## src/hdl/dual_format_packet_receiver_top_defines.svh

```systemverilog
// Assertion macros used by the packet receiver top level.
`ifndef DUAL_FORMAT_PACKET_RECEIVER_TOP_DEFINES_SVH
`define DUAL_FORMAT_PACKET_RECEIVER_TOP_DEFINES_SVH

// The consequent must hold in the same cycle as the antecedent.
`define DFPR_ASSERT_SAME(name, ante, cons) \
   name: assert property (@(posedge clock) disable iff (reset) (ante) |-> (cons)) \
      else $error("dfpr: same-cycle check failed");

// The consequent must hold in the cycle after the antecedent.
`define DFPR_ASSERT_NEXT(name, ante, cons) \
   name: assert property (@(posedge clock) disable iff (reset) (ante) |=> (cons)) \
      else $error("dfpr: next-cycle check failed");

`endif

```

## src/hdl/dfpr_pkg.sv

```systemverilog
// Package with the constants and types of the dual-format packet receiver.
`default_nettype none

package dfpr_pkg;

   // Default packet sizes.
   localparam int BIN_LEN_DEF  = 4;
   localparam int TEXT_MAX_DEF = 16;

   // At most this many results are streamed for one packet.
   localparam int MAX_RESULTS = 16;
   localparam int POS_W       = 4;

   // Framing bytes.
   localparam logic [7:0] BIN_HEAD  = 8'hFF;
   localparam logic [7:0] BIN_TAIL  = 8'hFE;
   localparam logic [7:0] TEXT_HEAD = 8'h40;
   localparam logic [7:0] CHAR_CR   = 8'h0D;
   localparam logic [7:0] CHAR_LF   = 8'h0A;

   // Kind of a result.
   typedef enum logic [1:0] {
      KIND_BIN  = 2'd0,
      KIND_TEXT = 2'd1,
      KIND_OVF  = 2'd2,
      KIND_TAKE = 2'd3
   } kind_type;

   // A burst of results raised by one accepted input.
   typedef struct packed {
      logic             valid;
      kind_type         kind;
      logic [POS_W-1:0] last_idx;
      logic             empty;
      logic             was_ready;
   } dfpr_event_type;

   // Read request into the payload stores.
   typedef struct packed {
      logic             is_text;
      logic [POS_W-1:0] idx;
   } dfpr_read_type;

endpackage

`default_nettype wire

```

## src/hdl/dfpr_if.sv

```systemverilog
// Valid/ready channel interfaces for the request and response sides.
`default_nettype none

interface dfpr_req_if;
   logic       valid;
   logic       ready;
   logic       cmd;
   logic [7:0] rx_byte;

   modport source (output valid, output cmd, output rx_byte, input ready);
   modport sink (input valid, input cmd, input rx_byte, output ready);
endinterface

interface dfpr_rsp_if;
   logic       valid;
   logic       ready;
   logic [1:0] result_kind;
   logic [7:0] data_byte;
   logic [3:0] position;
   logic       last;
   logic       empty_text;
   logic       was_ready;

   modport source (output valid, output result_kind, output data_byte, output position,
                   output last, output empty_text, output was_ready, input ready);
   modport sink (input valid, input result_kind, input data_byte, input position,
                 input last, input empty_text, input was_ready, output ready);
endinterface

`default_nettype wire

```

## src/hdl/dfpr_deframer.sv

```systemverilog
// Framing state machine, payload stores and ready flag of the receiver.
`default_nettype none

module dfpr_deframer #(
   parameter int BIN_LEN  = dfpr_pkg::BIN_LEN_DEF,
   parameter int TEXT_MAX = dfpr_pkg::TEXT_MAX_DEF
) (
   input  wire logic                    clock,
   input  wire logic                    reset,
   input  wire logic                    xfer,
   input  wire logic                    cmd,
   input  wire logic [7:0]              rx_byte,
   input  wire dfpr_pkg::dfpr_read_type rd,
   output logic [7:0]                   rd_byte,
   output dfpr_pkg::dfpr_event_type     evt
);
   import dfpr_pkg::*;

   localparam int CNT_MAX  = (TEXT_MAX > BIN_LEN) ? TEXT_MAX : BIN_LEN;
   localparam int CNT_W    = $clog2(CNT_MAX + 1);
   localparam int EXT_W    = (CNT_W > POS_W + 1) ? CNT_W : POS_W + 1;
   localparam int BIN_RD_N = (BIN_LEN < MAX_RESULTS) ? BIN_LEN : MAX_RESULTS;
   localparam int TXT_RD_N = (TEXT_MAX < MAX_RESULTS) ? TEXT_MAX : MAX_RESULTS;
   localparam logic [POS_W-1:0] BIN_LAST = POS_W'(BIN_RD_N - 1);

   typedef enum logic [2:0] {
      PH_IDLE    = 3'b001,
      PH_COLLECT = 3'b010,
      PH_TAIL    = 3'b100
   } phase_type;

   phase_type        phase_ff, phase_in;
   logic             is_text_ff, is_text_in;
   logic [CNT_W-1:0] cnt_ff, cnt_in;
   logic             flag_ff, flag_in;
   logic [7:0]       bin_store_ff [BIN_LEN];
   logic [7:0]       txt_store_ff [TEXT_MAX];
   logic             bin_we, txt_we;
   logic [CNT_W-1:0] cnt_inc, bin_cnt_next;
   logic [EXT_W-1:0] n_ext;
   logic [POS_W-1:0] txt_last;

   assign cnt_inc      = cnt_ff + CNT_W'(1);
   assign bin_cnt_next = (cnt_ff < CNT_W'(BIN_LEN)) ? cnt_inc : cnt_ff;
   assign n_ext        = EXT_W'(cnt_ff);

   // Index of the last streamed text byte, capped at the burst limit.
   always_comb begin
      if (n_ext > EXT_W'(MAX_RESULTS)) begin
         txt_last = POS_W'(MAX_RESULTS - 1);
      end else begin
         txt_last = POS_W'(n_ext - EXT_W'(1));
      end
   end

   // Next state of the framer for an accepted transfer.
   always_comb begin
      phase_in   = phase_ff;
      is_text_in = is_text_ff;
      cnt_in     = cnt_ff;
      flag_in    = flag_ff;
      bin_we     = 1'b0;
      txt_we     = 1'b0;
      evt        = '0;
      if (xfer) begin
         if (cmd) begin
            evt.valid     = 1'b1;
            evt.kind      = KIND_TAKE;
            evt.was_ready = flag_ff;
            flag_in       = 1'b0;
         end else begin
            case (phase_ff)
               PH_IDLE: begin
                  if (rx_byte == BIN_HEAD) begin
                     phase_in   = PH_COLLECT;
                     is_text_in = 1'b0;
                     cnt_in     = '0;
                  end else if (rx_byte == TEXT_HEAD && !flag_ff) begin
                     phase_in   = PH_COLLECT;
                     is_text_in = 1'b1;
                     cnt_in     = '0;
                  end
               end
               PH_COLLECT: begin
                  if (!is_text_ff) begin
                     bin_we = (cnt_ff < CNT_W'(BIN_LEN));
                     cnt_in = bin_cnt_next;
                     if (bin_cnt_next >= CNT_W'(BIN_LEN)) begin
                        phase_in = PH_TAIL;
                     end
                  end else if (rx_byte == CHAR_CR) begin
                     phase_in = PH_TAIL;
                  end else if (cnt_ff >= CNT_W'(TEXT_MAX)) begin
                     // Too many characters: report and drop the packet.
                     cnt_in    = '0;
                     phase_in  = PH_IDLE;
                     evt.valid = 1'b1;
                     evt.kind  = KIND_OVF;
                  end else begin
                     txt_we = 1'b1;
                     cnt_in = cnt_inc;
                  end
               end
               PH_TAIL: begin
                  if (!is_text_ff) begin
                     if (rx_byte == BIN_TAIL) begin
                        flag_in      = 1'b1;
                        phase_in     = PH_IDLE;
                        cnt_in       = '0;
                        evt.valid    = 1'b1;
                        evt.kind     = KIND_BIN;
                        evt.last_idx = BIN_LAST;
                     end
                  end else if (rx_byte != CHAR_LF) begin
                     // A stray byte after CR is dropped and collection resumes.
                     phase_in = PH_COLLECT;
                  end else begin
                     flag_in   = 1'b1;
                     phase_in  = PH_IDLE;
                     cnt_in    = '0;
                     evt.valid = 1'b1;
                     evt.kind  = KIND_TEXT;
                     if (cnt_ff == '0) begin
                        evt.empty = 1'b1;
                     end else begin
                        evt.last_idx = txt_last;
                     end
                  end
               end
               default: begin
                  phase_in = PH_IDLE;
               end
            endcase
         end
      end
   end

   // Control registers.
   always_ff @(posedge clock) begin
      if (reset) begin
         phase_ff   <= PH_IDLE;
         is_text_ff <= 1'b0;
         cnt_ff     <= '0;
         flag_ff    <= 1'b0;
      end else begin
         phase_ff   <= phase_in;
         is_text_ff <= is_text_in;
         cnt_ff     <= cnt_in;
         flag_ff    <= flag_in;
      end
   end

   // Payload stores, written at the running byte count.
   always_ff @(posedge clock) begin
      for (int i = 0; i < BIN_LEN; i++) begin
         if (bin_we && cnt_ff == CNT_W'(i)) begin
            bin_store_ff[i] <= rx_byte;
         end
      end
      for (int i = 0; i < TEXT_MAX; i++) begin
         if (txt_we && cnt_ff == CNT_W'(i)) begin
            txt_store_ff[i] <= rx_byte;
         end
      end
   end

   // Read port used by the result streamer.
   always_comb begin
      rd_byte = '0;
      if (rd.is_text) begin
         for (int i = 0; i < TXT_RD_N; i++) begin
            if (rd.idx == POS_W'(i)) begin
               rd_byte = txt_store_ff[i];
            end
         end
      end else begin
         for (int i = 0; i < BIN_RD_N; i++) begin
            if (rd.idx == POS_W'(i)) begin
               rd_byte = bin_store_ff[i];
            end
         end
      end
   end

endmodule

`default_nettype wire

```

## src/hdl/dfpr_streamer.sv

```systemverilog
// Burst sequencer and result register of the packet receiver.
`default_nettype none

module dfpr_streamer (
   input  wire logic                     clock,
   input  wire logic                     reset,
   input  wire dfpr_pkg::dfpr_event_type evt,
   output logic                          in_ready,
   output dfpr_pkg::dfpr_read_type       rd,
   input  wire logic [7:0]               rd_byte,
   dfpr_rsp_if.source                    rsp
);
   import dfpr_pkg::*;

   logic             job_active_ff, job_active_in;
   kind_type         job_kind_ff, job_kind_in;
   logic [POS_W-1:0] job_idx_ff, job_idx_in;
   logic [POS_W-1:0] job_last_ff, job_last_in;
   logic             job_empty_ff, job_empty_in;
   logic             job_wr_ff, job_wr_in;

   logic             rsp_valid_ff, rsp_valid_in;
   logic [1:0]       rsp_kind_ff;
   logic [7:0]       rsp_data_ff;
   logic [POS_W-1:0] rsp_pos_ff;
   logic             rsp_last_ff;
   logic             rsp_empty_ff;
   logic             rsp_wr_ff;

   logic out_free, load, job_done, is_payload;

   // The result register takes a new entry when empty or being drained.
   assign out_free   = !rsp_valid_ff || rsp.ready;
   assign load       = job_active_ff && out_free;
   assign job_done   = load && (job_idx_ff == job_last_ff);
   assign in_ready   = !job_active_ff || job_done;
   assign is_payload = (job_kind_ff inside {KIND_BIN, KIND_TEXT}) && !job_empty_ff;

   assign rd.is_text = (job_kind_ff == KIND_TEXT);
   assign rd.idx     = job_idx_ff;

   // Burst bookkeeping: a new burst replaces one that finishes this cycle.
   always_comb begin
      job_active_in = job_active_ff;
      job_kind_in   = job_kind_ff;
      job_idx_in    = job_idx_ff;
      job_last_in   = job_last_ff;
      job_empty_in  = job_empty_ff;
      job_wr_in     = job_wr_ff;
      if (evt.valid) begin
         job_active_in = 1'b1;
         job_kind_in   = evt.kind;
         job_idx_in    = '0;
         job_last_in   = evt.last_idx;
         job_empty_in  = evt.empty;
         job_wr_in     = evt.was_ready;
      end else if (job_done) begin
         job_active_in = 1'b0;
      end else if (load) begin
         job_idx_in = job_idx_ff + POS_W'(1);
      end
   end

   assign rsp_valid_in = load || (rsp_valid_ff && !rsp.ready);

   // Control registers.
   always_ff @(posedge clock) begin
      if (reset) begin
         job_active_ff <= 1'b0;
         rsp_valid_ff  <= 1'b0;
      end else begin
         job_active_ff <= job_active_in;
         rsp_valid_ff  <= rsp_valid_in;
      end
   end

   // Burst descriptor and result payload.
   always_ff @(posedge clock) begin
      job_kind_ff  <= job_kind_in;
      job_idx_ff   <= job_idx_in;
      job_last_ff  <= job_last_in;
      job_empty_ff <= job_empty_in;
      job_wr_ff    <= job_wr_in;
      if (load) begin
         rsp_kind_ff  <= job_kind_ff;
         rsp_data_ff  <= is_payload ? rd_byte : 8'd0;
         rsp_pos_ff   <= is_payload ? job_idx_ff : '0;
         rsp_last_ff  <= (job_idx_ff == job_last_ff);
         rsp_empty_ff <= job_empty_ff;
         rsp_wr_ff    <= (job_kind_ff == KIND_TAKE) ? job_wr_ff : 1'b0;
      end
   end

   assign rsp.valid       = rsp_valid_ff;
   assign rsp.result_kind = rsp_kind_ff;
   assign rsp.data_byte   = rsp_data_ff;
   assign rsp.position    = rsp_pos_ff;
   assign rsp.last        = rsp_last_ff;
   assign rsp.empty_text  = rsp_empty_ff;
   assign rsp.was_ready   = rsp_wr_ff;

endmodule

`default_nettype wire

```

## src/hdl/dual_format_packet_receiver_top.sv

```systemverilog
// Dual-format packet receiver: binary and text packet deframer.
//
// Request channel (req_chan): one transfer per received byte (cmd = 0) or per
// take command (cmd = 1). Result channel (rsp_chan): payload bytes of each
// completed packet, one per transfer, with last set on the final one; an empty
// text packet, an overflow report or a take reply is a single transfer.
// An accepted item changes the framing state at once; its first result passes
// through the burst descriptor register into the result register when the
// receiver is not stalling. A completed packet yields up to 16 results, one per
// cycle while the receiver is not stalling; the request side stays ready while
// no burst is pending and takes the next item in the same cycle as a burst's
// last result is loaded, so bytes that cause no burst are taken every cycle.
// A stalling receiver holds the result register; the sequencer then waits and,
// with a burst pending, the request side drops ready until it is fully loaded.
// Reset (synchronous, active high) returns the framer to waiting for a header,
// clears the ready flag and empties the result register. Payload stores hold
// no reset value; only bytes of the current packet are ever sent.
`default_nettype none
`include "dual_format_packet_receiver_top_defines.svh"

module dual_format_packet_receiver_top #(
   parameter int BIN_LEN  = dfpr_pkg::BIN_LEN_DEF,
   parameter int TEXT_MAX = dfpr_pkg::TEXT_MAX_DEF
) (
   input wire logic   clock,
   input wire logic   reset,
   dfpr_req_if.sink   req_chan,
   dfpr_rsp_if.source rsp_chan
);
   import dfpr_pkg::*;

   logic           req_xfer;
   logic           in_ready;
   logic [7:0]     rd_byte;
   dfpr_event_type evt;
   dfpr_read_type  rd;

   assign req_chan.ready = in_ready;
   assign req_xfer       = req_chan.valid && in_ready;

   // Framing logic and payload stores.
   dfpr_deframer #(
      .BIN_LEN  (BIN_LEN),
      .TEXT_MAX (TEXT_MAX)
   ) u_deframer (
      .clock   (clock),
      .reset   (reset),
      .xfer    (req_xfer),
      .cmd     (req_chan.cmd),
      .rx_byte (req_chan.rx_byte),
      .rd      (rd),
      .rd_byte (rd_byte),
      .evt     (evt)
   );

   // Result sequencing and output register.
   dfpr_streamer u_streamer (
      .clock    (clock),
      .reset    (reset),
      .evt      (evt),
      .in_ready (in_ready),
      .rd       (rd),
      .rd_byte  (rd_byte),
      .rsp      (rsp_chan)
   );

   // Checks on the event path and the result stream.
   `DFPR_ASSERT_SAME(a_evt_needs_xfer, evt.valid, req_xfer)
   `DFPR_ASSERT_SAME(a_take_gives_reply, req_xfer && req_chan.cmd,
                     evt.valid && evt.kind == KIND_TAKE)
   `DFPR_ASSERT_SAME(a_single_is_last, rsp_chan.valid && (rsp_chan.result_kind == KIND_TAKE ||
                     rsp_chan.result_kind == KIND_OVF), rsp_chan.last && rsp_chan.position == '0)
   `DFPR_ASSERT_NEXT(a_burst_blocks, evt.valid && evt.last_idx != '0, !req_chan.ready)

endmodule

`default_nettype wire

```

## src/flat_wrapper.sv

```systemverilog
// flat-port wrapper written by rule: the top's interface ports become plain ports
module dual_format_packet_receiver_top_flat import dfpr_pkg::*;
#(
   parameter int BIN_LEN  = dfpr_pkg::BIN_LEN_DEF,
   parameter int TEXT_MAX = dfpr_pkg::TEXT_MAX_DEF
)
  (clock, reset, req_chan_valid, req_chan_cmd, req_chan_rx_byte, req_chan_ready, rsp_chan_valid, rsp_chan_result_kind, rsp_chan_data_byte, rsp_chan_position, rsp_chan_last, rsp_chan_empty_text, rsp_chan_was_ready, rsp_chan_ready);
  dfpr_req_if req_chan_i ();
  dfpr_rsp_if rsp_chan_i ();
  input wire logic clock;
  input wire logic reset;
  input wire logic [$bits(req_chan_i.valid)-1:0] req_chan_valid;
  input wire logic [$bits(req_chan_i.cmd)-1:0] req_chan_cmd;
  input wire logic [$bits(req_chan_i.rx_byte)-1:0] req_chan_rx_byte;
  output wire logic [$bits(req_chan_i.ready)-1:0] req_chan_ready;
  output wire logic [$bits(rsp_chan_i.valid)-1:0] rsp_chan_valid;
  output wire logic [$bits(rsp_chan_i.result_kind)-1:0] rsp_chan_result_kind;
  output wire logic [$bits(rsp_chan_i.data_byte)-1:0] rsp_chan_data_byte;
  output wire logic [$bits(rsp_chan_i.position)-1:0] rsp_chan_position;
  output wire logic [$bits(rsp_chan_i.last)-1:0] rsp_chan_last;
  output wire logic [$bits(rsp_chan_i.empty_text)-1:0] rsp_chan_empty_text;
  output wire logic [$bits(rsp_chan_i.was_ready)-1:0] rsp_chan_was_ready;
  input wire logic [$bits(rsp_chan_i.ready)-1:0] rsp_chan_ready;
  assign req_chan_i.valid = req_chan_valid;
  assign req_chan_i.cmd = req_chan_cmd;
  assign req_chan_i.rx_byte = req_chan_rx_byte;
  assign req_chan_ready = req_chan_i.ready;
  assign rsp_chan_valid = rsp_chan_i.valid;
  assign rsp_chan_result_kind = rsp_chan_i.result_kind;
  assign rsp_chan_data_byte = rsp_chan_i.data_byte;
  assign rsp_chan_position = rsp_chan_i.position;
  assign rsp_chan_last = rsp_chan_i.last;
  assign rsp_chan_empty_text = rsp_chan_i.empty_text;
  assign rsp_chan_was_ready = rsp_chan_i.was_ready;
  assign rsp_chan_i.ready = rsp_chan_ready;
  dual_format_packet_receiver_top #(.BIN_LEN(BIN_LEN), .TEXT_MAX(TEXT_MAX)) u_core (.clock(clock), .reset(reset), .req_chan(req_chan_i), .rsp_chan(rsp_chan_i));
endmodule
```

## config.mk

```make
export PLATFORM = sky130hd
export DESIGN_NAME = dual_format_packet_receiver_top_flat
export DESIGN_NICKNAME = d
export VERILOG_FILES = /design/src/hdl/dfpr_pkg.sv /design/src/hdl/dfpr_if.sv /design/src/hdl/dfpr_deframer.sv /design/src/hdl/dfpr_streamer.sv /design/src/hdl/dual_format_packet_receiver_top.sv /design/src/flat_wrapper.sv
export VERILOG_INCLUDE_DIRS = /design/src /design/src/hdl
export SDC_FILE = /design/constraint.sdc
export NUM_CORES = 1
export LEC_CHECK = 0
export BUFFER_PORTS_ARGS = -buffer_cell sky130_fd_sc_hd__buf_2
export CAP_MARGIN = 20
export CELL_PAD_IN_SITES_DETAIL_PLACEMENT = 1
export CELL_PAD_IN_SITES_GLOBAL_PLACEMENT = 1
export CORE_ASPECT_RATIO = 0.75
export CORE_MARGIN = 1.5
export CORE_UTILIZATION = 51
export CTS_CLUSTER_DIAMETER = 200
export DETAILED_ROUTE_END_ITERATION = 10
export GPL_TIMING_DRIVEN = 0
export HOLD_SLACK_MARGIN = 0.1
export PLACE_DENSITY = 0.8
export SLEW_MARGIN = 20
export SYNTH_ARGS = -nofsm -noshare
export SYNTH_HDL_FRONTEND = slang
export SYNTH_SLANG_ARGS = --single-unit
```

## constraint.sdc

```tcl
create_clock -name clock -period 3.4 [get_ports clock]
set_input_delay 0.17 -clock clock [delete_from_list [all_inputs] [get_ports clock]]
set_output_delay 0.17 -clock clock [all_outputs]
set_load 0.01 [all_outputs]
```

==> results of run 1 <==
## kinds of logic after synthesis
logic type	count (synthesis)	synth area share [%]
DFF	201	66.7
muxes	4	0.653
and+or+nand+nor	219	12.4
xor gates and xnor gates	9	0.895
buffers and inverters	63	2.77
AOI/OAI and AO/OA	195	15.2
adders and majority gates	10	1.42
## Yosys cell counts (11+ instances only)
cell	count
inv_1	22
o21ai_0	28
edfxtp_1	185
nor2_1	67
a221oi_1	20
clkbuf_1	27
nor3_1	21
o22ai_1	21
nand3_1	11
dfxtp_1	16
nand2_1	51
nand2b_1	11
a21oi_1	52
## where the power goes
| part | internal, mW | total (mW) | switching, mW |
|---|---|---|---|
| combinational | 0.539 | 2.00 | 1.46 |
| sequential | 2.74 | 2.77 | 0.0323 |
| clock | 1.41 | 2.40 | 0.990 |
| total | 4.69 | 7.17 | 2.48 |
## worst paths after layout
path	end
worst min-delay path	u_core.u_streamer.job_kind_ff[1]
worst min register to register	u_core.u_streamer.rsp.result_kind[0]
worst max register to register	u_core.u_streamer.rsp.data_byte[4]
worst max-delay path	u_core.u_streamer.rsp.data_byte[4]
## critical path: stages, from the launching register on
cell      delay [ns]
dfxtp_1         0.37
inv_1           0.16
ha_1            0.49
buf_1           0.49
clkbuf_2        0.46
a221oi_1        0.23
o21ai_0         0.48
a31oi_1         0.19
o32ai_1         0.39
## layout make-up
cell class	instances	area [µm²]	area share [%]
Sequential cell	201	5880	58.6
Multi-Input combinational cell	437	2720	27.1
Clock buffer	23	553	5.51
Tap cell	215	269	2.68
Timing Repair Buffer	35	193	1.92
Clock inverter	15	166	1.66
Buffer	37	153	1.52
Inverter	26	101	1.01
Antenna cell	1	2.50	0.0249
## flip-flops by register name (all words and copies together), names as in the netlist, 2 cells and up
register,cells
u_core.u_deframer.txt_store_ff,128
u_core.u_streamer.job_kind_ff,2
u_core.u_deframer.bin_store_ff,32
u_core.u_streamer.job_idx_ff,4
u_core.u_streamer.rsp.data_byte,8
u_core.u_streamer.rsp.result_kind,2
u_core.u_streamer.job_last_ff,4
u_core.u_deframer.phase_ff,3
u_core.u_streamer.rsp.position,4
u_core.u_deframer.cnt_ff,5
## routing by layer
layer | global-route usage (%) | up-vias
met5 | 0 | -
met2 | 50.7 | 506
li1 | - | 2819
met4 | 12.0 | 2
met3 | 12.2 | 87
met1 | 48.5 | 3378
## timing repair
| item | 4_1_cts | 5_1_grt |
|---|---|---|
| endpoints found under the setup margin | 1 | 5 |
| pin swaps | 0 | 0 |
| hold buffers | 3 | 0 |
| endpoints found under the hold margin | 5 | 0 |
| resized for setup | 2 | 6 |
## metrics by stage
step,instance area [µm²],TNS [ns],util (%)
after floorplan,8810,0,-
after global placement,9240,0,54.7
after detailed placement,9260,-0.0861,54.9
after CTS,10000,0,59.3
after global routing,10000,-0.0444,59.4
final,10000,-0.0759,59.4
==> metrics, run 1 <==
status finished with violations; failing checks negative setup slack; final hold viol count 0; Die X 155 µm; TritonCTS clock tree built; Layout Nets approximately 800; Worst Hold Depth 3; worst path arrival time approximately 3.8 ns; reg-to-reg startpoint u_core.u_streamer.job_idx_ff[1]; commonest non-fill, non-tap cell in the layout edfxtp_1; maximum VDD drop ~0.57 mV; Met1 Wirelength roughly 12 mm; reg2reg setup slack -0.08 ns; worst setup slack after layout -0.0759 ns; final setup fails 1; Residual DRC 0; initial antenna violation count 2; top sig layer met5; first-pass GRT wire length approximately 45 mm; TritonCTS Sinks 201; CP Max Fanout 10; full die area 0.0181 mm²; Routed Antenna Nets 0; Slew Viols, Final 0; Max Buffers Root-to-Sink 3; synthesis-to-layout area growth 13.9%; wire per inst 30.8 µm; Pwr Total 7.17 mW; layout cell share with drive strength beyond 1 roughly 13%; most frequent cells in the layout 185 x edfxtp_1, 67 x nor2_1, 52 x a21oi_1; die height 117 µm; pre-CTS setup slack -0.0861 ns; maxcap violations 0; Starting Density between 50 and 60%; Vias a little under 7000; gp weighted congestion 0.988; Synth top area share between 60% and 70%; CTS root buffer clkbuf_16; pwr dens 715 mW/mm²; Slew HR 20.9%; static leakage between 3 and 4 nW; fin cells 990; H-tree depth 1; Synthesis Warnings 0; ys flop type edfxtp_1; part of the cycle the worst path needs 102%; WL met3 between 4 and 5 mm; Setup crit end kind register; filler cell count 1682; top cell type by total area after synthesis edfxtp_1; Max Fclk 288 MHz; sequential area share after synthesis approximately two thirds; Vias/cell a little under 7; Rows 41; HP Class input port to register; IO Count 32; HP Start req_chan_valid; post-synthesis cell type count a little over 70; drt first pass iters 6; Post-synth EDFFs 185; syn nets just over 700; min Tclk post-route between 3 and 4 ns; Reg2Reg Depth 8; Setup Buffers After CTS 0; Synth Area per Inst ~13 µm²; CTS Buf Count 21; core area 0.0169 mm²; clk slew on worst S/H paths 0.07 ns; DR iter-0 viols 990; synthesized flop and latch total 201; Placed Cells approximately 950; clk_skew about 0.0074 ns; WL final a little over 30 mm; Worst Path Required 3.69 ns; number of global-route vias before repair between 6000 and 7000; Final Hold Slack ~0.12 ns; Cells after Synth approximately 700; latest clock arrival within the worst-skew pair roughly 0.50 ns; pin count of the biggest net entering global routing 26; Slew @ Worst Pin about 1.2 ns; synthesized area roughly 0.0088 mm²; post-DP HPWL around 21 mm; grt ovf 0; Startpoint Class register; Port-buffer cells 31; Setup CP Type register to register; largest cells by area after synthesis edfxtp_1 63%, dfxtp_1 3.6%, a21oi_1 3.0%; CP startpoint u_core.u_streamer.job_idx_ff[1]; unrepaired setup endpoints after global routing true; metal2 WL between 10 and 15 mm; total track usage about a third; async set-reset flop share out of synthesis 0%
Power figures use the tool's default switching activity.
==> inputs of run 2 (changes only) <==
--- a/config.mk
+++ b/config.mk
@@ -6,13 +6,14 @@
 export SDC_FILE = /design/constraint.sdc
 export NUM_CORES = 1
 export LEC_CHECK = 0
+export ABC_AREA = 1
 export BUFFER_PORTS_ARGS = -buffer_cell sky130_fd_sc_hd__buf_2
 export CAP_MARGIN = 20
 export CELL_PAD_IN_SITES_DETAIL_PLACEMENT = 1
 export CELL_PAD_IN_SITES_GLOBAL_PLACEMENT = 1
 export CORE_ASPECT_RATIO = 0.75
 export CORE_MARGIN = 1.5
-export CORE_UTILIZATION = 51
+export CORE_UTILIZATION = 49
 export CTS_CLUSTER_DIAMETER = 200
 export DETAILED_ROUTE_END_ITERATION = 10
 export GPL_TIMING_DRIVEN = 0
==> run 2 against run 1 <==
The run now ends clean. Maximum frequency rose by 7.8%. Highest routed layer is now met4. Critical path type unchanged. Setup slack improved by 0.25 ns. Via count fell by 4.8%. Clock power fell by 7%.
==> metrics, run 2 <==
top-count cell post-synth nand2_1 (was edfxtp_1); largest stage delay on the critical path 0.69 ns (was 0.49 ns); part of the cycle the worst path needs 94.9% (was 102%); pin count of the biggest net entering global routing 24 (was 26); met1 Use GR 36.9% (was 48.5%); filler cell count 1921 (was 1682); Synthesis Warnings 0 (unchanged); Routed Antenna Nets 0 (unchanged); TritonCTS Sinks 201 (unchanged); Worst Path Required 3.52 ns (was 3.69 ns); commonest non-fill, non-tap cell in the layout nand2_1 (was edfxtp_1); grt peak-use layer met2 (unchanged); Logic pwr share 16.0% (was 27.9%); CTS Buf Count 21 (unchanged); status completed (was finished with violations); wire per inst 20.9 µm (was 30.8 µm); Largest register FFs 128 (unchanged); Reg power frac 46.4% (was 38.7%); grt ovf 0 (unchanged); initial antenna violation count 0 (was 2); M2 GR Usage 42.4% (was 50.7%); clock power share 37.6% (was 33.5%); largest cells by area after synthesis edfxtp_1 62%, nand2_1 8.7%, nor2_1 4.6% (was edfxtp_1 63%, dfxtp_1 3.6%, a21oi_1 3.0%); Sequential cell area 0.00588 mm² (unchanged); Design Area, Final 0.0102 mm² (was 0.0100 mm²); Die X 159 µm (was 155 µm); slowest cell on the critical path nor2_1 (was ha_1); top cell type by total area after synthesis edfxtp_1 (unchanged); area taken by multi-input logic gates 0.00273 mm² (was 0.00272 mm²); IO Count 32 (unchanged); Synth Area per Inst 10.5 µm² (was 12.6 µm²); Residual DRC 0 (unchanged); gp weighted congestion 0.864 (was 0.988); synthesized area 0.00898 mm² (was 0.00881 mm²); CP Buf/Inv Count 3 (unchanged); Vias 6467 (was 6792); core area 0.0178 mm² (was 0.0169 mm²); Slew @ Worst Pin 0.964 ns (was 1.18 ns); Port-buffer cells 30 (was 31); Layout Nets 936 (was 782); Setup CP Type register to register (unchanged); Slew Viols, Final 0 (unchanged); Post-synth EDFFs 185 (unchanged); first-pass GRT wire length 37.7 mm (was 44.8 mm); met3 Usage GRT 3.74% (was 12.2%); latest clock arrival within the worst-skew pair 0.50 ns (about the same); Internal Power 4.31 mW (was 4.69 mW); final setup fails 0 (was 1); CP Max Fanout 10 (unchanged); drt first pass iters 5 (was 6); worst path arrival time 3.35 ns (was 3.77 ns); CP top delay family simple AND/OR/NAND/NOR gates (was compound AO/OA/AOI/OAI gates); Setup crit end kind register (unchanged); commonest cells in the netlist 208 x nand2_1, 185 x edfxtp_1, 109 x nor2_1, 84 x inv_1, 41 x nand3_1 (was 185 x edfxtp_1, 67 x nor2_1, 52 x a21oi_1, 51 x nand2_1, 28 x o21ai_0); sequential area share after synthesis 65.4% (was 66.7%); TritonCTS clock tree built (unchanged); Starting Density 50.4% (was 52.2%); Placed Area 0.00948 mm² (was 0.00926 mm²); crit path cell chain inv_1 -> nor3_2 -> inv_1 -> nor2_2 -> nand2_1 -> nor2_1 -> nand2_1 -> inv_2 -> nand3_1 -> nor2_1 (was inv_1 -> ha_1 -> buf_1 -> clkbuf_2 -> a221oi_1 -> o21ai_0 -> a31oi_1 -> o32ai_1); Switch Pwr 1.61 mW (was 2.48 mW); Rows 42 (was 41); maximum VDD drop 0.382 mV (was 0.570 mV); DR iter-0 viols 579 (was 990); synthesis-to-layout area growth 13.9% (about the same); CTS root buffer clkbuf_16 (unchanged); setup_tns 0 ns (was -0.0759 ns); Slew HR 35.5% (was 20.9%); pwr dens 579 mW/mm² (was 715 mW/mm²); Cells after Synth 853 (was 701); most frequent cells in the layout 208 x nand2_1, 185 x edfxtp_1, 106 x nor2_1 (was 185 x edfxtp_1, 67 x nor2_1, 52 x a21oi_1); # diodes 0 (was 1); Top reg by flops u_core.u_deframer.txt_store_ff (unchanged); maxcap violations 0 (unchanged); total track usage 25.9% (was 34.7%); layout cell share with drive strength beyond 1 14.1% (was 12.9%); number of global-route vias before repair 6599 (was 6834); final hold viol count 0 (unchanged); Pwr Total 5.92 mW (was 7.17 mW); Startpoint Class register (unchanged); full die area 0.0192 mm² (was 0.0181 mm²); Setup Buffers After CTS 0 (unchanged); Final Hold Slack 0.190 ns (was 0.115 ns); syn nets 876 (was 724); Synth top area share 61.8% (was 63.1%); post-DP HPWL 16.3 mm (was 20.7 mm); ys flop type edfxtp_1 (unchanged); HP Class input port to register (unchanged); die height 120 µm (was 117 µm); Core Util, Final 57.4% (was 59.4%); clk_skew 0.0112 ns (was 0.00741 ns); Max Buffers Root-to-Sink 3 (unchanged); async set-reset flop share out of synthesis 0% (unchanged); Sw Share 27.3% (was 34.6%); H-tree depth 1 (unchanged); static leakage 3.83 nW (was 3.30 nW); WL final 24.4 mm (was 30.5 mm); post-synthesis cell type count 46 (was 72); Vias/cell 5.53 (was 6.86); unrepaired setup endpoints after global routing true (unchanged); min Tclk post-route 3.23 ns (was 3.48 ns); synthesized flop and latch total 201 (unchanged); Max Fclk 310 MHz (was 288 MHz); clk slew on worst S/H paths 0.06 ns (was 0.07 ns)
run 2: cell types whose count changed after synthesis, moves of 10 or more:
cell	previous run	this run
clkbuf_1	27	9
nand3_1	11	41
a221oi_1	20	9
nor2_1	67	109
o22ai_1	21	2
nor2b_1	10	0
nand2_1	51	208
nand2b_1	11	0
inv_1	22	84
a21oi_1	52	34
and2_1	10	0
or2_2	3	16
run 2: worst paths after layout:
kind / cells past startpoint / slack [ns] / to / from
min: 1 / 0.19 / u_core.u_deframer.txt_store_ff[1][56] / req_chan_rx_byte[0]
max reg2reg: 10 / 0.17 / u_core.u_deframer.txt_store_ff[1][3] / u_core.u_deframer.phase_ff[1]
min reg2reg: 0 / 0.51 / u_core.u_streamer.rsp.empty_text / u_core.u_streamer.job_empty_ff
max: 10 / 0.17 / u_core.u_deframer.txt_store_ff[1][3] / u_core.u_deframer.phase_ff[1]
run 2: metal layers:
layer	routed length, µm	share of wire [%]
met5	0	0
met2	11400	47
met1	11200	46
met3	1450	5.9
met4	404	1.7
run 2: kinds of logic after synthesis:
| group | Yosys count | share of synthesized area (%) |
|---|---|---|
| and+or+nand+nor | 431 | 21.1 |
| xor gates and xnor gates | 6 | 0.585 |
| adders and majority gates | 10 | 1.39 |
| AOI/OAI and AO/OA | 93 | 6.52 |
| buffers and inverters | 112 | 5.03 |
| DFF | 201 | 65.4 |
run 2: final cells by class:
| cell class | instances | area share [%] |
|---|---|---|
| Buffer | 19 | 1.00 |
| Clock buffer | 25 | 5.28 |
| Clock inverter | 12 | 1.08 |
| Inverter | 93 | 3.41 |
| Multi-Input combinational cell | 540 | 26.6 |
| Sequential cell | 201 | 57.4 |
| Tap cell | 242 | 2.96 |
| Timing Repair Buffer | 37 | 2.20 |
run 2: through the flow:
| stage | std cells | setup WS, ns |
|---|---|---|
| 5_1_grt | 1169 | -0.0288 |
| 3_5_place_dp | 1126 | 0.0307 |
| 3_3_place_gp | 1125 | 0.119 |
| 6_report | 1169 | 0.174 |
| 2_1_floorplan | 853 | 0.827 |
| 4_1_cts | 1169 | -0.00220 |
run 2: repair_timing:
action,4_1_cts,5_1_grt
endpoints found under the setup margin,3,22
hold buffers,6,0
resized for setup,0,3
cloned,0,0
hold endpoints to repair,6,0
run 2: power groups by stage:
stage / sequential [mW] / combinational, mW / clock [mW]
final: 2.75 / 0.946 / 2.23
after global routing: 2.75 / 1.06 / 2.33
after CTS: 2.75 / 0.948 / 2.25
after detailed placement: 2.80 / 0.924 / 0
after global placement: 2.80 / 0.893 / 0
after floorplan: 2.80 / 0.568 / 0
run 2: worst reg2reg max path: cells and delay by family (launching register included):
family,cells,cell delay [ns]
flip-flops,1,0.35
buffers and inverters,3,0.35
AND/OR/NAND/NOR,7,2.15
